## config.mk

```make
export PLATFORM = sky130hd
export DESIGN_NAME = tcw_rem_unit
export DESIGN_NICKNAME = d
export VERILOG_FILES = /design/src/design/tcw_rem_unit.sv
export SDC_FILE = /design/constraint.sdc
export NUM_CORES = 1
export LEC_CHECK = 0
export BUFFER_PORTS_ARGS = -buffer_cell sky130_fd_sc_hd__buf_2
export CAP_MARGIN = 20
export CORE_ASPECT_RATIO = 1.2
export CORE_UTILIZATION = 50
export CTS_CLUSTER_DIAMETER = 30
export CTS_CLUSTER_SIZE = 28
export DETAILED_ROUTE_END_ITERATION = 10
export PLACE_DENSITY_LB_ADDON = 0.05
export SLEW_MARGIN = 20
export SYNTH_ARGS = -nofsm -noshare
export SYNTH_HDL_FRONTEND = slang
export SYNTH_SLANG_ARGS = --single-unit
```

## constraint.sdc

```tcl
create_clock -name i_clk -period 2.47 [get_ports i_clk]
set_input_delay 0 -clock i_clk [delete_from_list [all_inputs] [get_ports i_clk]]
set_output_delay 0 -clock i_clk [all_outputs]
set_load 0.01 [all_outputs]
```

## src/design/tcw_rem_unit.sv

```systemverilog
// tcw_rem_unit: bit-serial restoring remainder, one dividend bit per cycle
// depends on: nothing beyond its parameters
module tcw_rem_unit #(
    parameter int DIVIDEND_W = 11,
    parameter int DIVISOR_W  = 7
) (
    input  logic                  i_clk,
    input  logic                  i_rst_n,
    input  logic                  i_start,
    input  logic [DIVIDEND_W-1:0] i_dividend,
    input  logic [DIVISOR_W-1:0]  i_divisor,
    output logic                  o_done,
    output logic [DIVISOR_W-1:0]  o_rem
);

    localparam int CNT_W = $clog2(DIVIDEND_W + 1);
    localparam logic [CNT_W-1:0] LAST_STEP = CNT_W'(DIVIDEND_W - 1);

    logic                  r_busy;
    logic                  r_done;
    logic [CNT_W-1:0]      r_cnt;
    logic [DIVISOR_W-1:0]  r_rem;
    logic [DIVISOR_W-1:0]  r_div;
    logic [DIVIDEND_W-1:0] r_shift;

    logic [DIVISOR_W:0] trial;
    logic [DIVISOR_W:0] diff;
    logic               fits;

    // shift in the next dividend bit and try one subtraction
    always_comb begin
        trial = {r_rem, r_shift[DIVIDEND_W-1]};
        diff  = trial - {1'b0, r_div};
        fits  = (trial >= {1'b0, r_div});
    end

    // iteration control and partial remainder
    always_ff @(posedge i_clk) begin
        if (!i_rst_n) begin
            r_busy <= 1'b0;
            r_done <= 1'b0;
            r_cnt  <= '0;
        end else begin
            r_done <= 1'b0;
            if (i_start) begin
                r_busy  <= 1'b1;
                r_cnt   <= '0;
                r_rem   <= '0;
                r_shift <= i_dividend;
                r_div   <= i_divisor;
            end else if (r_busy) begin
                r_rem   <= fits ? diff[DIVISOR_W-1:0] : trial[DIVISOR_W-1:0];
                r_shift <= r_shift << 1;
                r_cnt   <= r_cnt + 1'b1;
                if (r_cnt == LAST_STEP) begin
                    r_busy <= 1'b0;
                    r_done <= 1'b1;
                end
            end
        end
    end

    assign o_done = r_done;
    assign o_rem  = r_rem;

endmodule

```

Word-level counts from Yosys, hierarchy flattened
Cells that the tools add are included.
{"block": "word_totals", "wordCells": 25, "ff_bits": 31, "inputBits": 21, "mem_bits_ro": 0, "mem_count": 0, "out_inout_bits": 8, "ramBits": 0, "latch_bits": 0}
{"block": "classes", "reduce_logical": 5, "n_bitwise": 2, "add_sub_neg": 2, "n_mul": 0, "magnitude_cmp": 1, "n_eq_ne": 1, "div": 0, "shifts": 0, "mux": 8}
{"cell": "$mux 11", "count": 2}
{"cell": "$mux 7", "count": 2}
{"cell": "$ge 8x7->1", "count": 1}
{"cell": "$sub 7x7->7", "count": 1}
{"cell": "$add 4x1->4 const B", "count": 1}
{"cell": "$eq 4x4->1 const B", "count": 1}
{"cell": "$mux 1", "count": 4}
{"cell": "$reduce_and 2->1", "count": 2}
{"cell": "$reduce_or 3->1", "count": 1}
{"cell": "$not 1->1", "count": 2}
{"cell": "$reduce_bool 2->1", "count": 1}
{"cell": "$reduce_or 2->1", "count": 1}

Depth between registers and ports, before layout
{"block": "depth", "depth_word": 4, "mapped_depth": 9, "mapped_depth_nobuf": 9}

Worst setup path after synthesis
OpenSTA, ideal clock, no wires.
{"block": "synth_path", "path_type": "register to register", "from": "register r_shift[10]", "to": "register r_rem[2] (netlist: o_rem[2]), data pin", "slack_ns": 0.365, "t_required_ns": 2.199, "arrival_ns": 1.835, "setup_time_ns": 0.271, "path_stages_with_launch": 10, "n_path_buf": 0, "period_less_slack_ns": 2.105, "path_cell_list": "edfxtp_1 > inv_1 > ha_1 > inv_1 > fa_1 > a21o_1 > a21oi_4 > a31oi_2 > nor3_1 > a211oi_2"}
{"block": "synth_between", "elab_chain_cells": 3, "elab_cells_between_ends": 4, "classes_between": "add/sub: 1; order compare: 1; mux: 2"}
{"element": "start: declaration", "line_no": "24", "text": "logic [DIVIDEND_W-1:0] r_shift;"}
{"element": "start signal: assignment", "line_no": "49", "text": "r_shift <= i_dividend;"}
{"element": "start signal: assignment", "line_no": "53", "text": "r_shift <= r_shift << 1;"}
{"element": "$sub 7x7->7 or $ge 8x7->1 (tied branches)", "line_no": "33, 34"}
{"element": "$mux 7 *", "line_no": "52", "text": "r_rem <= fits ? diff[DIVISOR_W-1:0] : trial[DIVISOR_W-1:0];"}
{"element": "$mux 7 *", "line_no": "51", "text": "end else if (r_busy) begin"}
{"element": "end signal: assignment", "line_no": "52"}
{"element": "end: declaration", "line_no": "22", "text": "logic [DIVISOR_W-1:0] r_rem;"}
Mark *: on every way between the ends. The rest lies on a longest branch, timed or not. The select of a mux whose other input is x is not followed.
A chain may end at the register's enable or synchronous reset.

Worst setup path after layout
{"block": "layout_path", "from": "register r_shift[10]", "to": "register r_rem[0] (netlist: o_rem[0]), data pin"}
The elaborated chain is that of the path after synthesis.

==> summary.txt <==
Cell at the root of the clock tree: clkbuf_4
Estimated wirelength of the detail-placed design: 2150 µm
Synth Register Bits: 31
Worst-path cell with the longest stage delay: edfxtp_1
Cell with the most instances on the worst path: inv_1
Placeable core region: 3110 µm²
Async set-reset flop share out of synthesis: 0%
Router iterations before antenna repair: 4
Fin. max-slew vios: 0
First-pass GRT wire length: 5200 µm
Ys Warns: 0
Element type at the critical path end: register
Arrival time of data at the critical path endpoint: 2.33 ns
Post-Route WL: 3200 µm
Initial DRC Count: 27
Number of gates resized after CTS: 0
Share of the clock period used by the worst path: 91.8%
Number of buffers and inverters on the critical path: 2
Count of max-cap constraint violations: 0
Sequential cell area fraction in the yosys report: 52.7%
Finished Core Util: 66.0%
Required time worst endpoint: 2.53 ns
Highest-count cells in the layout ignoring fill and taps: buf_2 (28), edfxtp_1 (25), dlygate4sd3_1 (19)
Worst setup SP type: register
Filler instances: 262
Number of antenna cells inserted: 0
ANT nets after route: 0
Routed length per instance: 14.4 µm
Area of the multi-input gates: 711 µm²
Sequential standard cell area: 871 µm²
Maximum number of pins on one net before global-route repair: 23
Row Count: 22
Count of port buffers added during placement: 28
Ordered cell list for the critical path: inv_1, ha_1, inv_1, fa_1, a21o_1, a21oi_4, a31oi_2, nor3_1, a211oi_2
Area of the die: 3540 µm²
Max Freq: 441 MHz
Initial standard-cell utilization of the core: 53.1%
CTS Buf Count: 5
Crit path max-delay family: compound AO/OA/AOI/OAI gates
Hold crit path type: in -> reg
Power density relative to cell area: 581 nW/µm²
Post-Synthesis Mean Instance Area: 12.1 µm²
Worst-Margin Slew: 0.811 ns
Most used flip-flop cell after synthesis: edfxtp_1
Post-synthesis cell type count: 43
Status: completed
Post-detailed-route DRC marker count: 0
Total routing resource utilization after global routing: 21.1%
Final Wtd Congestion: 0.794
Buffers from clock root to sink, at most: 2
Nets: 217
Syn_nets: 168
Vias: 1204
Final hold viol count: 0
Worst Path Max Fanout: 7
Setup tns final: 0 ns
Total power consumption of the routed design: 0.00119 W
Source-to-sink clock delay at the later pin of the worst-skew pair: 0.32 ns
Via count normalized by instance count: 5.40
Most frequent standard cell in the layout excluding fill and tap cells: buf_2
Num Clock Sinks: 31
Unrepaired setup endpoints after global routing: no
Y dimension of the die: 65.0 µm
TritonCTS clock tree: done
Number of global-route vias before repair: 1191
Number of buffers inserted to repair setup after CTS: 0
Synthesized cell area: 1650 µm²
Horizontal die dimension: 54.5 µm
Crit Path Category: reg -> reg
Number of hold buffers added after CTS: 19
Area grow syn2layout: 24.1%
Critical Path Max Stage Delay: 0.40 ns
Post-Route Skew: 0.0110 ns
Cell count after synthesis: 137
Post-synth EDFFs: 25
Reported leakage power: 0.834 nW
Ratio of cells with drive above 1 in the final layout: 27.3%
Worst-case vdd ir drop: 0.470 mV
Number of endpoints failing setup at the final stage: 0
Clock H-tree levels: 2
Remaining max-slew budget at the tightest pin: 46.0%
Final critical delay including setup and external delays: 2.27 ns
Antenna violations before repair: 0
Ports: 29
Post-CTS clock slew at the launch and capture registers of the worst setup and hold paths: 0.09 ns
Leftover overflow at the end of global routing: 0
tightest hold or removal path: cells and delay by family:
| kind | cells | cell delay, ns |
|---|---|---|
| AND/OR/NAND/NOR | 1 | 0.13 |
| buffers and inverters | 1 | 0.25 |
| AO/OA/AOI/OAI | 1 | 0.07 |
per-stage QoR:
stage               instance area (µm²)  worst slack (ns)  instances  hold WS (ns)
finish                             2050             0.203        223         0.182
global placement                   1810             0.262        196         0.177
CTS                                2050             0.196        223         0.176
detailed placement                 1810             0.209        196         0.179
floorplan                          1650             0.365        137        0.0989
global route                       2050            0.0576        223         0.202
worst paths after layout:
kind / from / endpoint / slack [ns] / cells past startpoint
worst max-delay path: r_shift[10] / o_rem[0] / 0.20 / 9
worst min-delay path: i_start / r_busy / 0.18 / 3
worst max register to register: r_shift[10] / o_rem[0] / 0.20 / 9
worst min register to register: r_cnt[1] / r_cnt[1] / 0.54 / 2
area by class of cell:
cell class | instances | area share [%]
Multi-Input combinational cell | 89 | 34.6
Timing Repair Buffer | 47 | 16.1
Tap cell | 36 | 2.20
Clock buffer | 7 | 2.20
Clock inverter | 1 | 0.244
Inverter | 12 | 2.20
Sequential cell | 31 | 42.4
metal layers:
| layer | global-route usage [%] | wire, µm |
|---|---|---|
| met5 | 0 | 0 |
| met4 | 7.69 | 50 |
| met3 | 5.87 | 101 |
| met2 | 35.7 | 1660 |
| met1 | 24.6 | 1390 |
synthesized netlist by cell type (all sizes together), types with 2 or more instances:
cell	count	share of area [%]
ha	9	6.8
nand4	2	0.76
o21ai	6	1.8
nand2	5	1.3
clkbuf	2	0.45
o22ai	2	0.76
xor2	2	1.1
xnor2	3	1.6
nand3	5	1.5
dfxtp	6	7.3
nor2	8	1.8
nor3	2	0.61
mux2i	3	1.8
inv	12	2.7
o21a	3	1.4
a31oi	2	1.1
a21oi	8	3.1
a211oi	3	2.0
edfxtp	25	45
mux2	10	6.8
buf	3	1.1
state kept, by name, indices dropped and copies added (netlist names):
signal   flops
o_rem        7
r_busy       1
r_div        7
r_shift     11
o_done       1
r_cnt        4
cells by family (layout without fill, tap and decap cells):
group	after synthesis	after routing	synth area share (%)
simple gates	32	32	10.5
flops	31	31	52.7
compound gates	29	29	13.2
buf+inv	17	67	4.32
mux	13	13	8.63
fa+ha+maj	10	10	8.02
xor+xnor	5	5	2.65
where the power goes:
group / internal [W] / switching [W]
combinational: 0.000141 / 0.000150
sequential: 0.000608 / 0.0000203
clock: 0.000111 / 0.000162
No activity file was read; power rests on OpenSTA's default activity.
